--- config.mk ---
export PLATFORM = sky130hd
export DESIGN_NAME = autofocus_state_tracker_top
export DESIGN_NICKNAME = d
export VERILOG_FILES = /design/src/aft_pkg.sv /design/src/aft_core.sv /design/src/autofocus_state_tracker_top.sv
export SDC_FILE = /design/constraint.sdc
export NUM_CORES = 1
export LEC_CHECK = 0
export CELL_PAD_IN_SITES_DETAIL_PLACEMENT = 1
export CELL_PAD_IN_SITES_GLOBAL_PLACEMENT = 1
export CORE_MARGIN = 10
export CORE_UTILIZATION = 45
export CTS_BUF_LIST = sky130_fd_sc_hd__clkbuf_8
export CTS_CLUSTER_SIZE = 10
export DETAILED_ROUTE_END_ITERATION = 10
export DONT_BUFFER_PORTS = 1
export HOLD_SLACK_MARGIN = 0.15
export PLACE_DENSITY_LB_ADDON = 0.1
export SYNTH_ARGS = -nofsm -noshare
export SYNTH_HDL_FRONTEND = slang
export SYNTH_SLANG_ARGS = --single-unit
--- constraint.sdc ---
create_clock -name clk -period 7.2 [get_ports clk]
set_clock_uncertainty 0.15 [all_clocks]
set_input_delay 1.08 -clock clk [delete_from_list [all_inputs] [get_ports clk]]
set_output_delay 1.08 -clock clk [all_outputs]
set_load 0.01 [all_outputs]
--- src/aft_pkg.sv ---
package aft_pkg;

    // Focus state reported to the host
    typedef enum logic [1:0]
    {
        ST_IDLE     = 2'd0,
        ST_SCANNING = 2'd1,
        ST_FOCUSED  = 2'd2,
        ST_FAILED   = 2'd3
    } focus_state_t;

    // Item kinds
    localparam logic OP_REQUEST = 1'b0;
    localparam logic OP_REPORT  = 1'b1;

    // Trigger codes (three acts as idle)
    localparam logic [1:0] TRIG_IDLE   = 2'd0;
    localparam logic [1:0] TRIG_START  = 2'd1;
    localparam logic [1:0] TRIG_CANCEL = 2'd2;

    // Focus mode codes (others behave as auto)
    localparam logic [2:0] MODE_OFF   = 3'd0;
    localparam logic [2:0] MODE_AUTO  = 3'd1;
    localparam logic [2:0] MODE_CVID  = 3'd3;
    localparam logic [2:0] MODE_CPIC  = 3'd4;

    // Engine status codes (others behave as idle)
    localparam logic [2:0] ENG_LOCAL    = 3'd1;
    localparam logic [2:0] ENG_EXTENDED = 3'd2;
    localparam logic [2:0] ENG_SUCCESS  = 3'd3;
    localparam logic [2:0] ENG_FAIL     = 3'd4;

    // Configuration register indexes
    localparam logic [1:0] CFG_MAX_TIMEOUT = 2'd0;
    localparam logic [1:0] CFG_MIN_TIMEOUT = 2'd1;
    localparam logic [1:0] CFG_FRAME_LIMIT = 2'd2;

    localparam int TIME_W  = 48;
    localparam int TOUT_W  = 24;
    localparam int FRAME_W = 10;

    localparam logic [TOUT_W-1:0]  MAX_TIMEOUT_RST = 24'd4000000;
    localparam logic [TOUT_W-1:0]  MIN_TIMEOUT_RST = 24'd2000000;
    localparam logic [FRAME_W-1:0] FRAME_LIMIT_RST = 10'd60;
    localparam logic [FRAME_W-1:0] FRAME_MAX       = 10'd1023;

    // Configuration registers as seen by the tracker core
    typedef struct packed
    {
        logic [TOUT_W-1:0]  max_timeout_us;
        logic [TOUT_W-1:0]  min_timeout_us;
        logic [FRAME_W-1:0] frame_limit;
    } cfg_t;

    // One input item
    typedef struct packed
    {
        logic              operation;
        logic [1:0]        trigger;
        logic [2:0]        focus_mode;
        logic [2:0]        engine_status;
        logic              lens_moving;
        logic [TIME_W-1:0] now_us;
    } item_t;

    // One result item
    typedef struct packed
    {
        logic [2:0] mode_out;
        logic [1:0] trigger_out;
        logic [1:0] focus_state;
        logic       lens_state;
    } result_t;

endpackage

--- src/aft_core.sv ---
module aft_core
    import aft_pkg::*;
(
    input  logic    clk,
    input  logic    rst_n,
    input  logic    item_en,
    input  item_t   item,
    input  cfg_t    cfg,
    output logic    has_result,
    output result_t result
);

    typedef enum logic [1:0]
    {
        BANK_OFF,
        BANK_AUTO,
        BANK_CONT
    } bank_sel_t;

    typedef struct packed
    {
        focus_state_t       state;
        logic [TIME_W-1:0]  trig_time;
        logic [FRAME_W-1:0] frames;
    } bank_t;

    bank_t      auto_reg, auto_next;
    bank_t      cont_reg, cont_next;
    logic [2:0] last_mode_reg, last_mode_next;
    logic [1:0] last_trig_reg, last_trig_next;
    bank_sel_t  req_bank, rep_bank;

    function automatic bank_sel_t bank_of(logic [2:0] mode);
        bank_sel_t b;
        case (mode) inside
            MODE_OFF:             b = BANK_OFF;
            MODE_CVID, MODE_CPIC: b = BANK_CONT;
            default:              b = BANK_AUTO;
        endcase
        return b;
    endfunction

    // Frame count and elapsed-time check applied after a report
    function automatic bank_t timeout_apply(bank_t b, logic [TIME_W-1:0] now, cfg_t c);
        bank_t             r;
        logic [TIME_W-1:0] elapsed;
        r       = b;
        elapsed = now - b.trig_time;
        if (b.trig_time != '0)
        begin
            if (r.frames != FRAME_MAX)
                r.frames = r.frames + 1'b1;
            if (r.state != ST_FOCUSED &&
                (elapsed > {{(TIME_W-TOUT_W){1'b0}}, c.max_timeout_us} ||
                 (r.frames > c.frame_limit &&
                  elapsed > {{(TIME_W-TOUT_W){1'b0}}, c.min_timeout_us})))
            begin
                r.trig_time = '0;
                r.frames    = '0;
                r.state     = ST_FAILED;
            end
        end
        return r;
    endfunction

    assign req_bank = bank_of(item.focus_mode);
    assign rep_bank = bank_of(last_mode_reg);

    // Next bank state for the item on hand
    always_comb
    begin
        auto_next      = auto_reg;
        cont_next      = cont_reg;
        last_mode_next = last_mode_reg;
        last_trig_next = last_trig_reg;
        if (item.operation == OP_REQUEST)
        begin
            last_mode_next = item.focus_mode;
            last_trig_next = item.trigger;
            if (item.focus_mode != last_mode_reg)
            begin
                if (req_bank == BANK_AUTO)
                    auto_next.state = ST_IDLE;
                else if (req_bank == BANK_CONT)
                    cont_next.state = ST_IDLE;
            end
            if (req_bank == BANK_AUTO)
            begin
                if (item.trigger == TRIG_START)
                begin
                    auto_next.trig_time = item.now_us;
                    auto_next.frames    = '0;
                    auto_next.state     = ST_SCANNING;
                end
                else if (item.trigger == TRIG_CANCEL)
                begin
                    auto_next.trig_time = '0;
                    auto_next.frames    = '0;
                    auto_next.state     = ST_IDLE;
                end
            end
            else if (req_bank == BANK_CONT)
            begin
                if (item.trigger == TRIG_START)
                begin
                    cont_next.trig_time = item.now_us;
                    cont_next.frames    = '0;
                    cont_next.state     = ST_SCANNING;
                end
                else if (item.trigger == TRIG_CANCEL)
                begin
                    cont_next.trig_time = '0;
                    cont_next.frames    = '0;
                    if (cont_next.state != ST_FOCUSED)
                        cont_next.state = ST_IDLE;
                end
            end
        end
        else if (rep_bank == BANK_AUTO)
        begin
            // auto: only an armed search reacts to the engine
            if (auto_reg.trig_time != '0)
            begin
                case (item.engine_status)
                    ENG_SUCCESS:
                    begin
                        auto_next.state     = ST_FOCUSED;
                        auto_next.trig_time = '0;
                        auto_next.frames    = '0;
                    end
                    ENG_FAIL:
                    begin
                        auto_next.state     = ST_FAILED;
                        auto_next.trig_time = '0;
                        auto_next.frames    = '0;
                    end
                    default: ;
                endcase
            end
            auto_next = timeout_apply(auto_next, item.now_us, cfg);
        end
        else if (rep_bank == BANK_CONT)
        begin
            // continuous: a settled result is kept until re-triggered
            if (cont_reg.state != ST_FOCUSED && cont_reg.state != ST_FAILED)
            begin
                case (item.engine_status)
                    ENG_LOCAL, ENG_EXTENDED:
                        cont_next.state = ST_SCANNING;
                    ENG_SUCCESS:
                    begin
                        cont_next.state     = ST_FOCUSED;
                        cont_next.trig_time = '0;
                        cont_next.frames    = '0;
                    end
                    ENG_FAIL:
                    begin
                        cont_next.state     = ST_FAILED;
                        cont_next.trig_time = '0;
                        cont_next.frames    = '0;
                    end
                    default: ;
                endcase
            end
            cont_next = timeout_apply(cont_next, item.now_us, cfg);
        end
    end

    // Result of a report
    always_comb
    begin
        has_result         = (item.operation == OP_REPORT);
        result.mode_out    = last_mode_reg;
        result.trigger_out = last_trig_reg;
        result.lens_state  = item.lens_moving;
        case (rep_bank)
            BANK_AUTO: result.focus_state = auto_next.state;
            BANK_CONT: result.focus_state = cont_next.state;
            default:   result.focus_state = ST_IDLE;
        endcase
    end

    always_ff @(posedge clk or negedge rst_n)
    begin
        if (!rst_n)
        begin
            auto_reg      <= '{state: ST_IDLE, trig_time: '0, frames: '0};
            cont_reg      <= '{state: ST_SCANNING, trig_time: '0, frames: '0};
            last_mode_reg <= MODE_AUTO;
            last_trig_reg <= TRIG_IDLE;
        end
        else if (item_en)
        begin
            auto_reg      <= auto_next;
            cont_reg      <= cont_next;
            last_mode_reg <= last_mode_next;
            last_trig_reg <= last_trig_next;
        end
    end

endmodule

--- src/autofocus_state_tracker_top.sv ---
// Autofocus state tracker. Trigger requests (tuser 0) set the focus mode and
// start or cancel a search; engine reports (tuser 1) update the focus state of
// the bank chosen by the last requested mode, apply the time and frame
// timeouts, and produce exactly one result each; requests produce none. One
// item is taken every clock cycle while the input is not stalled: an item is
// registered on entry, passes through the bank update logic, and its result
// is held in an output register. The input stalls only while a result waits
// unaccepted in the output register and the item held in the input register
// is also a report. Configuration writes are always accepted and should be
// made while no item is in flight.
module autofocus_state_tracker_top
    import aft_pkg::*;
(
    input  logic        clk,
    input  logic        rst_n,

    input  logic        s_axis_tvalid,
    output logic        s_axis_tready,
    // trigger[1:0], focus_mode[4:2], engine_status[7:5], lens_moving[8],
    // now_us[56:9], zero fill[63:57]
    input  logic [63:0] s_axis_tdata,
    // operation[0]
    input  logic        s_axis_tuser,

    output logic        m_axis_tvalid,
    input  logic        m_axis_tready,
    // mode_out[2:0], trigger_out[4:3], focus_state[6:5], lens_state[7]
    output logic [7:0]  m_axis_tdata,

    input  logic        cfg_valid,
    output logic        cfg_ready,
    input  logic [1:0]  cfg_index,
    input  logic [23:0] cfg_data
);

    cfg_t    cfg_reg;
    logic    in_valid_reg;
    item_t   in_item_reg;
    logic    out_valid_reg;
    result_t out_data_reg;
    item_t   in_item;
    logic    core_has_result;
    result_t core_result;
    logic    advance;

    // Unpack the slave-side transaction
    assign in_item.operation     = s_axis_tuser;
    assign in_item.trigger       = s_axis_tdata[1:0];
    assign in_item.focus_mode    = s_axis_tdata[4:2];
    assign in_item.engine_status = s_axis_tdata[7:5];
    assign in_item.lens_moving   = s_axis_tdata[8];
    assign in_item.now_us        = s_axis_tdata[56:9];

    // Item moves on unless its result would collide with a stalled one
    assign advance       = in_valid_reg &&
                           (!core_has_result || !out_valid_reg || m_axis_tready);
    assign s_axis_tready = !in_valid_reg || advance;
    assign cfg_ready     = 1'b1;

    aft_core u_core
    (
        .clk        (clk),
        .rst_n      (rst_n),
        .item_en    (advance),
        .item       (in_item_reg),
        .cfg        (cfg_reg),
        .has_result (core_has_result),
        .result     (core_result)
    );

    // Configuration registers; unknown indexes are ignored
    always_ff @(posedge clk or negedge rst_n)
    begin
        if (!rst_n)
        begin
            cfg_reg.max_timeout_us <= MAX_TIMEOUT_RST;
            cfg_reg.min_timeout_us <= MIN_TIMEOUT_RST;
            cfg_reg.frame_limit    <= FRAME_LIMIT_RST;
        end
        else if (cfg_valid && cfg_ready)
        begin
            case (cfg_index)
                CFG_MAX_TIMEOUT: cfg_reg.max_timeout_us <= cfg_data;
                CFG_MIN_TIMEOUT: cfg_reg.min_timeout_us <= cfg_data;
                CFG_FRAME_LIMIT: cfg_reg.frame_limit    <= cfg_data[FRAME_W-1:0];
                default: ;
            endcase
        end
    end

    // Input register
    always_ff @(posedge clk or negedge rst_n)
    begin
        if (!rst_n)
            in_valid_reg <= 1'b0;
        else if (s_axis_tready)
            in_valid_reg <= s_axis_tvalid;
    end

    always_ff @(posedge clk)
    begin
        if (s_axis_tvalid && s_axis_tready)
            in_item_reg <= in_item;
    end

    // Output register
    always_ff @(posedge clk or negedge rst_n)
    begin
        if (!rst_n)
            out_valid_reg <= 1'b0;
        else if (advance && core_has_result)
            out_valid_reg <= 1'b1;
        else if (m_axis_tready)
            out_valid_reg <= 1'b0;
    end

    always_ff @(posedge clk)
    begin
        if (advance && core_has_result)
            out_data_reg <= core_result;
    end

    assign m_axis_tvalid = out_valid_reg;
    assign m_axis_tdata  = {out_data_reg.lens_state, out_data_reg.focus_state,
                            out_data_reg.trigger_out, out_data_reg.mode_out};

endmodule

# [After elaboration in Yosys (flattened, before gate mapping)]
# Index checks and enable logic that the tools add are counted.
[totals] reg_bits=251 latch_bits=0 ram_bits=0 romBits=0 in_bits=96 output_inout_bits=11 wordCells=147 memories=0
[classes] addsub=4 n_mul=0 div_mod_pow=0 n_lt_le_gt_ge=6 n_eq_ne=28 n_shift=0 muxes=49 n_bitwise=1 reduce_logical=36
[ops] cell="$mux W60" n=23
[ops] cell="$gt A48 B24 Y1" n=4
[ops] cell="$reduce_bool A48 Y1" n=3
[ops] cell="$pmux W60 S2" n=1
[ops] cell="$sub A48 B48 Y48" n=2
[ops] cell="$mux W10" n=9
[ops] cell="$mux W58" n=1
[ops] cell="$mux W2" n=11
[ops] cell="$add A10 B1 Y10 const B" n=2
[ops] cell="$gt A10 B10 Y1" n=2
[ops] cell="$ne A10 B10 Y1 const B" n=2
[ops] cell="$ne A2 B2 Y1 const B" n=7
[ops] cell="$eq A3 B2 Y1 const B" n=4
[ops] cell="$eq A3 B3 Y1 const B" n=3
[ops] cell="$eq A2 B1 Y1 const B" n=4
[ops] cell="$eq A2 B2 Y1 const B" n=4
[ops] cell="$logic_and A1 B1 Y1" n=8
[ops] cell="$reduce_and A2 Y1" n=4
[ops] cell="$reduce_or A2 Y1" n=4
[ops] cell="$logic_not A3 Y1" n=2
[ops] cell="$pmux W2 S3" n=1
[ops] cell="$reduce_and A6 Y1" n=1
[ops] cell="$reduce_bool A2 Y1" n=3
[ops] cell="$logic_or A1 B1 Y1" n=5
[ops] cell="10 further kinds" n=14

# [Depth between registers and ports, before layout]
# Gate-level depths: netlist of the first run.
[depth] word_depth=24 ltp_mapped=38 ltp_nobuf=31

# [Hierarchy]
# Synthesis of the first run repeated with hierarchy kept, for this count alone.
[hier_totals] cells_unflattened=2202 area_unflattened_um2=19760.2
[by_module_without_submodules] mod="aft_core" n_inst=1 cells_per_inst=2000 area_each_um2=15468.6 seq_area_each_um2=3130.5
[by_module_without_submodules] mod="autofocus_state_tracker_top" n_inst=1 cells_per_inst=202 area_each_um2=4291.6 seq_area_each_um2=3505.9

# [Worst setup path before layout of the first run]
# Ideal clock, no wire load.
[synth_timing] path_type="flip-flop to flip-flop" startpoint="register in_item_reg[50] (netlist name)" endpoint="register out_data_reg, in the netlist m_axis_tdata[6], data pin" setup_ns=0.257 arrival_ns=7.076 t_required_ns=6.793 setup_slack_ns=-0.283 path_stages_with_launch=37 n_path_buf=5 period_less_slack_ns=7.483 cell_sequence="edfxtp_1 > buf_2 > and3b_1 > clkbuf_1 > o21ai_0 > clkbuf_1 > clkbuf_1 > buf_1 > and2_1 > ha_1 > inv_1 > fa_1 > a21oi_1 > nor2_1 > or3_1 > nand3_1 > a21boi_0 > o21ai_0 > a21boi_0 > o21ai_0 > nand2b_1 > a21o_1 > a21oi_1 > xnor2_1 > ha_1 > nand4_1 > nor3_1 > nand2_1 > o32a_1 > o21ai_0 > o2111ai_1 > nor4_1 > nand4_1 > nor4b_1 > a21oi_1 > or4b_1 > a32o_1"
[synth_lines] element="start: declaration" line="autofocus_state_tracker_top.sv:38" text="item_t in_item_reg;"
[synth_lines] element="start signal: assignment" line="autofocus_state_tracker_top.sv:103" text="in_item_reg <= in_item;"
[synth_lines] element="end signal: assignment" line="autofocus_state_tracker_top.sv:120" text="out_data_reg <= core_result;"
[synth_lines] element="end: declaration" line="autofocus_state_tracker_top.sv:40" text="result_t out_data_reg;"

==> results of run 1 <==
[layout by cell type (no fill, tap or decap), drive strengths merged, types with 10 or more instances in the layout]
| cell | netlist | routed |
|---|---|---|
| a31oi | 18 | 18 |
| a211oi | 27 | 27 |
| dfrtp | 165 | 165 |
| nand3 | 143 | 143 |
| inv | 117 | 133 |
| nand4 | 58 | 58 |
| ha | 208 | 208 |
| and2 | 23 | 23 |
| nor3 | 36 | 36 |
| edfxtp | 66 | 66 |
| xnor2 | 50 | 50 |
| o31ai | 20 | 20 |
| xor2 | 35 | 35 |
| nand2b | 12 | 12 |
| mux2i | 11 | 11 |
| mux2 | 41 | 41 |
| a21o | 49 | 49 |
| a2111oi | 10 | 10 |
| a32o | 26 | 26 |
| o21ai | 185 | 185 |
| a22oi | 11 | 11 |
| nand2 | 294 | 294 |
| a22o | 19 | 19 |
| and3 | 22 | 22 |
| a21boi | 10 | 10 |
| o41ai | 14 | 14 |
| buf | 22 | 396 |
| o21bai | 24 | 24 |
| nor2b | 22 | 22 |
| clkbuf | 99 | 57 |
| nor2 | 139 | 141 |
| o21a | 26 | 26 |
| a21oi | 206 | 206 |
| nor4 | 29 | 29 |
| clkinv | 0 | 13 |
| dfstp | 20 | 20 |
| o211ai | 40 | 40 |
| nor3b | 50 | 50 |
[per-layer routing]
layer | wire length, um | vias to the layer above | global-route usage, % | part of all wire (%)
met5 | 0 | - | 0 | 0
met4 | 4470 | 0 | 14.2 | 4.9
met3 | 5370 | 206 | 4.69 | 5.9
met2 | 42100 | 684 | 48.8 | 46
met1 | 39200 | 11100 | 40.0 | 43
li1 | - | 9853 | - | -
[power by group through the flow]
stage	sequential, mW	clock [mW]	combinational (mW)
2_1_floorplan	1.89	0	2.48
3_3_place_gp	1.94	0	4.20
3_5_place_dp	1.95	0	4.36
4_1_cts	1.94	1.46	4.84
5_1_grt	1.98	1.53	5.63
6_report	1.96	1.43	5.24
[worst max path at each step]
stage                               endpoint            start  cells after the start  slack [ps]
after floorplan              m_axis_tdata[6]  in_item_reg[50]                     36         -30
after global placement       m_axis_tdata[6]  in_item_reg[50]                     33       -1090
after detailed placement  u_core.cont_reg[6]  in_item_reg[50]                     34       -1280
after CTS                    m_axis_tdata[6]  in_item_reg[50]                     33        -220
after global routing         m_axis_tdata[6]  in_item_reg[50]                     33        -470
final                        m_axis_tdata[6]  in_item_reg[49]                     32        -210
[through the flow]
| step | total power [mW] | util (%) | area [um^2] | cells |
|---|---|---|---|---|
| floorplan | 4.37 | - | 20900 | 2466 |
| global placement | 6.14 | 51.9 | 23700 | 3274 |
| detailed placement | 6.32 | 51.9 | 23700 | 3274 |
| CTS | 8.24 | 56.7 | 25800 | 3410 |
| global route | 9.14 | 58.6 | 26700 | 3436 |
| finish | 8.63 | 58.6 | 26700 | 3436 |
[cells by family after synthesis]
group                    synth area share, %
XOR/XNOR                                3.57
other                                 0.0180
AND/OR/NAND/NOR                         21.0
flip-flops                              31.8
multiplexers                            2.74
adder cells (fa/ha/maj)                 12.7
buffers and inverters                   4.49
AO/OA/AOI/OAI                           23.7
[layout make-up]
class | instances | area share [%]
well taps | 600 | 2.81
multi-input cells | 1979 | 54.4
clock buffers | 54 | 2.78
inverters | 117 | 1.65
flip-flops and latches | 251 | 24.8
clock inverters | 34 | 0.740
repair buffers | 401 | 12.8
[what timing repair did]
action,4_1_cts,5_1_grt
resized for setup,195,142
cloned,9,4
hold endpoints to repair,183,0
setup endpoints to repair,122,122
pin swaps,93,104
hold buffers,2,0
buffers inserted,37,30
==> run summary, run 1 <==
Status - finished with violations
Failing checks - negative setup slack
Sequential share of power - 22.7%
Clock Latency Late Sink - 670 ps
Area grow syn2layout - 28.0%
HP Class - primary input to async pin
Clock slew at reported path FFs - 60 ps
Biggest area consumer among synthesized cells - dfrtp_1
Syn Nets - 2771
DPL Wire Length - 65800 um
Worst reg2reg path depth - 32
Type of the worst setup path - register to register
Vias in the first global route - 22500
Antenna viol nets, final - 0
Synth cell count leaders - nand2_1, ha_1, a21oi_1
Total Die Area - 55400 um^2
Register Area - 6640 um^2
TritonCTS Buffers - 47
Unrepaired setup endpoints after global routing - true
Total track usage - 30.6%
WL/cell - 26.5 um
Most used cell along the critical path - a21oi_2
TNS Setup - -4390 ps
Buf+Inv Stages, Crit Path - 4
H-tree Lvls - 2
Initial DRC count - 1676
#FFs+latches synth - 251
Largest net degree at the start of global routing - 184
Count leader, synth - nand2_1
Crit path capture type - register
Tmin final - 7410 ps
Chip Width - 235 um
Fillers - 5297
Footprint of the multi-input gates - 14500 um^2
Pwr dens - 323 nW/um^2
Top cell type's share of synthesized area - 19.8%
Syn_area_per_cell - 8.46 um^2
RePlAce Congestion - 0.966
Max Slew Vio Count - 0
Fin crit share - 103%
Reg2reg start - in_item_reg[49]
YS warnings - 0
Vias/cell - 6.36
CP arrival - 7640 ps
Gate power share - 60.7%
1st-pass router iterations - 7
Crit-path max FO - 3
Grt ovf - 0
Clk network pwr share - 16.6%
Layout cells sized above 1 - 26.9%
Largest cells by area after synthesis - dfrtp_1, ha_1, edfxtp_1
Clock sink total - 251
Cells after synthesis - 2466
Worst slew pin tran - 1190 ps
Initial Util - 45.8%
# DRC - 0
Num ports - 107
Max IR drop VDD - 0.204 mV
CP startpoint kind - register
Leak - 11.3 nW
Max stage delay on crit path - 580 ps
MaxCap Viol Count - 0
Vias post-DR - 21900
Final WL - 91100 um
Core Region - 45600 um^2
EDFF count, synth - 66
Worst path top cell family by delay - simple AND/OR/NAND/NOR gates
Initial antenna violation count - 0
Worst hold slack - 249 ps
Final Hold Viols - 0
Finish-stage setup viols - 91
Switching power - 3.91 mW
FF-to-FF End - m_axis_tdata[6]
Sw frac - 45.3%
Site Rows - 78
IO buf count - 0
Relative slew slack - 21.0%
Synthesized area - 20900 um^2
Seq/Total Area, Yosys - 31.8%
Clock root cell - clkbuf_8
Highest Clock Rate - 0.135 GHz
Netlist cell types - 92
Worst R2R Setup Slack - -210 ps
Ys flop type - dfrtp_1
ANT cells - 0
Worst path slowest cell - or4b_4
CTS max path bufs - 3
DP Worst Slack - -1280 ps
WP data required - 7430 ps
Die height - 235 um
CTS tree - built
Internal - 4.72 mW
NumNets Final - 3102
Share of synthesized registers carrying an async set or reset - 73.7%
Final WS setup - -210 ps
First-pass GRT wire length - 134000 um
Note: power is estimated with default switching activity, not from simulation.
==> inputs of run 2 (changes only) <==
==> constraint.sdc (replaced) <==
create_clock -name clk -period 7.5 [get_ports clk]
set_clock_uncertainty 0.15 [all_clocks]
set_input_delay 1.125 -clock clk [delete_from_list [all_inputs] [get_ports clk]]
set_output_delay 1.125 -clock clk [all_outputs]
set_load 0.01 [all_outputs]
==> run 2 against run 1 <==
The flow now finishes without violations. Cell count down 2.5%. Clock-buffer cell count fell by 4. Worst hold slack lost 56 ps. Die area unchanged. Critical endpoint unchanged. Largest cell class unchanged.
==> run summary, run 2 (synthesis gave the netlist of run 1 again) <==
Tmin final - 7480 ps (+68.7 ps)
H-tree Lvls - 2 (unchanged)
Final Hold Viols - 0 (unchanged)
FF-to-FF End - m_axis_tdata[6]
Clock sink total - 251 (unchanged)
Fillers - 5336 (+0.74%)
Max Slew Vio Count - 0 (unchanged)
Final core occ - 55.8% (-2.8 points)
Crit-path max FO - 11 (+8)
Fin crit share - 99.7% (-3.2 points)
Final WL - 86400 um (-5.1%)
WP data required - 7730 ps (+300 ps)
IO buf count - 0 (unchanged)
CP startpoint kind - register
Worst hold slack - 193 ps (-56.4 ps)
Dpl cell area - 23400 um^2 (-1.3%)
Highest-count cells in the layout ignoring fill and taps - buf_4, nand2_1, ha_1
# DRC - 0 (unchanged)
Status - completed
Vias in the first global route - 21800 (-3.3%)
Leak - 10.7 nW (-5.5%)
TritonCTS Buffers - 46 (-2.1%)
Most common cell after layout, fill and taps aside - buf_4
Initial DRC count - 1496 (-11%)
HP Class - primary input to async pin
Unrepaired setup endpoints after global routing - true
Clock slew at reported path FFs - 70 ps (about the same)
WL/cell - 25.8 um (-2.7%)
First-pass GRT wire length - 129000 um (-3.8%)
Worst reg2reg path depth - 31 (-3.1%)
Initial Util - 45.8% (unchanged)
Vias post-DR - 21200 (-3.1%)
Reg2reg start - in_item_reg[50]
Area grow syn2layout - 21.8%
Site Rows - 78 (unchanged)
CTS tree - built
CP arrival - 7710 ps (+70 ps)
Relative slew slack - 7.55% (-13 points)
Finish-stage setup viols - 0 (-100%)
Clock Latency Late Sink - 660 ps (about the same)
Grt ovf - 0 (unchanged)
RePlAce Congestion - 0.943 (-2.4%)
Total Die Area - 55400 um^2 (unchanged)
Layout cells sized above 1 - 21.2% (-5.7 points)
CTS max path bufs - 3 (unchanged)
Max IR drop VDD - 0.205 mV (+0.45%)
Chip Width - 235 um (unchanged)
Antenna viol nets, final - 0 (unchanged)
Finished Cell Area - 25400 um^2 (-4.8%)
Max stage delay on crit path - 550 ps (-30 ps)
Crit path capture type - register
Worst R2R Setup Slack - 20 ps (+230 ps)
1st-pass router iterations - 6 (-1)
Num ports - 107 (unchanged)
Initial antenna violation count - 1 (+1)
MaxCap Viol Count - 0 (unchanged)
NumNets Final - 3018 (-2.7%)
Vias/cell - 6.32 (-0.69%)
Worst path slowest cell - or4b_4
Core Region - 45600 um^2 (unchanged)
Non-Filler Instances - 3351 (-2.5%)
ANT cells - 0 (unchanged)
DPL Wire Length - 65100 um (-1.1%)
Type of the worst setup path - register to register
Pwr dens - 312 nW/um^2 (-3.3%)
Die height - 235 um (unchanged)
Post-placement cell count - 3233 (-1.3%)
Worst slew pin tran - 1370 ps (+187 ps)
Highest Clock Rate - 0.134 GHz (-0.92%)
Largest net degree at the start of global routing - 166 (-9.8%)
Clock root cell - clkbuf_8
Total track usage - 29.1% (-1.4 points)
==> run 2: changes by cell type in the layout (fill, tap and decap cells not counted), moves of 7 or more <==
cell and delta:
o21ai_2 -49, o21ai_1 +30, nand3_2 -7, buf_12 -9
buf_6 -13, nand2_1 +7, o21ai_0 +21, buf_4 -59
nand3_1 +8
==> run 2: where the power goes <==
group          internal, mW  switching (mW)  total, mW
clock                 0.791           0.647       1.44
sequential             1.65           0.237       1.89
combinational          1.96            2.66       4.62
total                  4.40            3.54       7.94
==> run 2: worst max-delay path, delay by kind of cell, from the launching register on <==
| family | cells | cell delay [ps] |
|---|---|---|
| DFF | 1 | 460 |
| adders and majority gates | 2 | 630 |
| buffers and inverters | 6 | 1010 |
| xor gates and xnor gates | 1 | 180 |
| and+or+nand+nor | 11 | 2660 |
| AOI/OAI and AO/OA | 11 | 2090 |
==> run 2: cell type report <==
type,count,area (um^2),area share [%]
Timing Repair Buffer,318,2590,10.2
Inverter,117,439,1.73
Clock inverter,36,295,1.16
Multi-Input combinational cell,1979,14000,55.2
Tap cell,600,751,2.95
Sequential cell,251,6640,26.1
Clock buffer,50,688,2.71
==> run 2: how the worst max path moves through the flow <==
stage | start | end | slack [ps] | cells after the start
floorplan | in_item_reg[50] | m_axis_tdata[6] | 20 | 36
global placement | in_item_reg[50] | m_axis_tdata[6] | -910 | 33
detailed placement | in_item_reg[50] | u_core.cont_reg[3] | -1020 | 34
CTS | in_item_reg[50] | m_axis_tdata[6] | -20 | 33
global route | in_item_reg[50] | m_axis_tdata[6] | -120 | 32
finish | in_item_reg[50] | m_axis_tdata[6] | 20 | 31
==> run 2: routing by layer <==
layer  global-route usage (%)  up-vias  share of wire (%)
met5                        0        -                  0
met2                     47.9      654                 46
met1                     38.5    10700                 44
met4                     9.74        0                4.0
met3                     4.17      167                5.6
li1                         -     9682                  -
==> run 2: metrics by stage <==
stage          setup slack [ps]  setup TNS, ps  total power [mW]
2_1_floorplan              16.7              0              4.19
3_3_place_gp               -912         -32760              5.85
3_5_place_dp              -1020         -52450              6.02
4_1_cts                   -21.2          -21.2              7.58
5_1_grt                    -118          -1590              8.42
6_report                   20.9              0              7.94
==> run 2: timing repair <==
item                                    CTS  global route
setup buffers                             6            15
endpoints found under the setup margin  122           120
hold buffers                              2             0
gates resized for setup                  54           115
gates cloned                              0             9
pin swaps                                27            71
endpoints found under the hold margin   165             0
==> inputs of run 3 (changes only) <==
--- a/config.mk
+++ b/config.mk
@@ -8,7 +8,7 @@
 export CELL_PAD_IN_SITES_DETAIL_PLACEMENT = 1
 export CELL_PAD_IN_SITES_GLOBAL_PLACEMENT = 1
 export CORE_MARGIN = 10
-export CORE_UTILIZATION = 45
+export CORE_UTILIZATION = 51
 export CTS_BUF_LIST = sky130_fd_sc_hd__clkbuf_8
 export CTS_CLUSTER_SIZE = 10
 export DETAILED_ROUTE_END_ITERATION = 10
==> run 3 against run 2 <==
The flow now finishes with violations (negative setup slack). Utilization grew 6.3 points. Sequential power about the same. Sequential share of layout area is 0.20 points higher. Wire length rose by 9.0%. Cell count decreased by 2.0%. Setup slack lost 220 ps. Global-route usage grew 4.1 points. Register-to-register slack lost 220 ps. Sequential cell count did not move.
==> run summary, run 3 (synthesis gave the netlist of run 1 again) <==
Vias/cell - 6.85 (+8.4%)
Status - finished with violations
Worst hold slack - 183 ps (-9.59 ps)
HP Class - primary input to async pin
Unrepaired setup endpoints after global routing - true
DPL Wire Length - 63800 um (-2.0%)
Fin crit share - 103% (+3.0 points)
CP startpoint kind - register
Clock slew at reported path FFs - 60 ps (about the same)
Vias in the first global route - 22300 (+2.3%)
WP data required - 7910 ps (+180 ps)
Highest-count cells in the layout ignoring fill and taps - buf_4, nand2_1, ha_1
WL/cell - 28.7 um (+11%)
Grt ovf - 0 (unchanged)
Initial antenna violation count - 3 (+2)
Clock root cell - clkbuf_8
# DRC - 0 (unchanged)
Total track usage - 33.3% (+4.1 points)
Final core occ - 62.0% (+6.3 points)
Finished Cell Area - 25200 um^2 (-0.80%)
TritonCTS Buffers - 47 (+2.2%)
Initial DRC count - 2321 (+55%)
Initial Util - 51.3% (+5.6 points)
Finish-stage setup viols - 59 (+59)
Max Slew Vio Count - 0 (unchanged)
First-pass GRT wire length - 131000 um (+1.2%)
Area grow syn2layout - 20.9%
Pwr dens - 322 nW/um^2 (+3.2%)
Final WL - 94300 um (+9.0%)
CTS tree - built
Most common cell after layout, fill and taps aside - buf_4
Worst slew pin tran - 1430 ps (+56.1 ps)
Clock Latency Late Sink - 690 ps (+30 ps)
Highest Clock Rate - 0.130 GHz (-2.9%)
Failing checks - negative setup slack
Max IR drop VDD - 0.165 mV (-20%)
Chip Width - 222 um (-5.6%)
IO buf count - 0 (unchanged)
NumNets Final - 3017 (-0.033%)
Vias post-DR - 22500 (+6.3%)
Dpl cell area - 23200 um^2 (-0.74%)
Leak - 10.7 nW (about the same)
Core Region - 40600 um^2 (-11%)
Site Rows - 74 (-5.1%)
Crit path capture type - register
Die height - 222 um (-5.6%)
RePlAce Congestion - 0.976 (+3.5%)
Crit-path max FO - 7 (-4)
Final Hold Viols - 0 (unchanged)
Relative slew slack - 3.77% (-3.8 points)
Tmin final - 7700 ps (+225 ps)
Max stage delay on crit path - 510 ps (-40 ps)
1st-pass router iterations - 5 (-1)
Final WS setup - -204 ps (-225 ps)
CTS max path bufs - 3 (unchanged)
Num ports - 107 (unchanged)
MaxCap Viol Count - 0 (unchanged)
Largest net degree at the start of global routing - 167 (+0.60%)
Type of the worst setup path - register to register
CP arrival - 8120 ps (+410 ps)
Most used cell along the critical path - buf_4
Post-layout power - 8.13 mW (+2.4%)
TNS Setup - -7350 ps (-7350 ps)
Clock sink total - 251 (unchanged)
H-tree Lvls - 2 (unchanged)
Antenna viol nets, final - 0 (unchanged)
Layout cells sized above 1 - 20.7% (-0.47 points)
Total Die Area - 49400 um^2 (-11%)
Worst path slowest cell - or4_4
run 3: cell types whose count changed in the layout (fill, tap and decap cells not counted), moves of 3 or more:
cell / delta
clkbuf_8: +6
ha_1: +6
ha_4: -6
nor4_1: +4
nor4_2: -4
o21ai_1: -4
inv_1: +3
nor2_1: -3
nor2_4: +3
run 3: path summary, 6_finish.rpt:
| kind | from | to | slack [ps] | cells after the start |
|---|---|---|---|---|
| min in group clk | in_item_reg[48] | m_axis_tdata[7] | 280 | 0 |
| max in group asynchronous | rst_n | cfg_reg[54] | 5730 | 1 |
| worst min-delay path | rst_n | u_core.cont_reg[58] | 180 | 0 |
| worst max register to register | u_core.auto_reg[28] | u_core.auto_reg[25] | -200 | 33 |
| worst min register to register | in_item_reg[48] | m_axis_tdata[7] | 280 | 0 |
| worst max-delay path | u_core.auto_reg[28] | u_core.auto_reg[25] | -200 | 33 |
run 3: layout make-up:
class | instances | area [um^2]
fillers | 4778 | 15400
multi-input cells | 1979 | 13900
flip-flops and latches | 251 | 6640
repair buffers | 316 | 2560
clock buffers | 56 | 771
well taps | 532 | 666
inverters | 117 | 439
clock inverters | 32 | 240
diodes | 2 | 5.00
run 3: repair_timing:
item | in CTS | in global routing
hold buffers | 2 | 0
setup buffers | 14 | 14
gates resized for setup | 41 | 118
cloned | 2 | 8
endpoints found under the setup margin | 122 | 122
hold endpoints to repair | 166 | 0
pin swaps | 13 | 54
run 3: power breakdown:
group	switching (mW)	internal (mW)
Sequential	0.240	1.65
Combinational	2.81	1.94
Clock	0.679	0.816
run 3: metrics by stage:
stage	worst slack, ps	cells
after global routing	-392	3284
after detailed placement	-931	3155
after global placement	-778	3155
after CTS	-42.3	3261
final	-204	3285
after floorplan	16.7	2466
run 3: critical path: cells and delay by family, from the launching register on:
family	cells	cell delay, ps
buffers and inverters	6	1040
flip-flops	1	450
AND/OR/NAND/NOR	13	3030
AO/OA/AOI/OAI	10	1900
adder cells (fa/ha/maj)	3	810
XOR/XNOR	1	180
run 3: layer usage:
metal / vias up / routed length [um] / global-route usage (%)
li1: 9685 / - / -
met5: - / 0 / 0
met3: 374 / 7140 / 5.02
met2: 1200 / 44100 / 55.1
met4: 0 / 5950 / 16.2
met1: 11200 / 37100 / 41.6
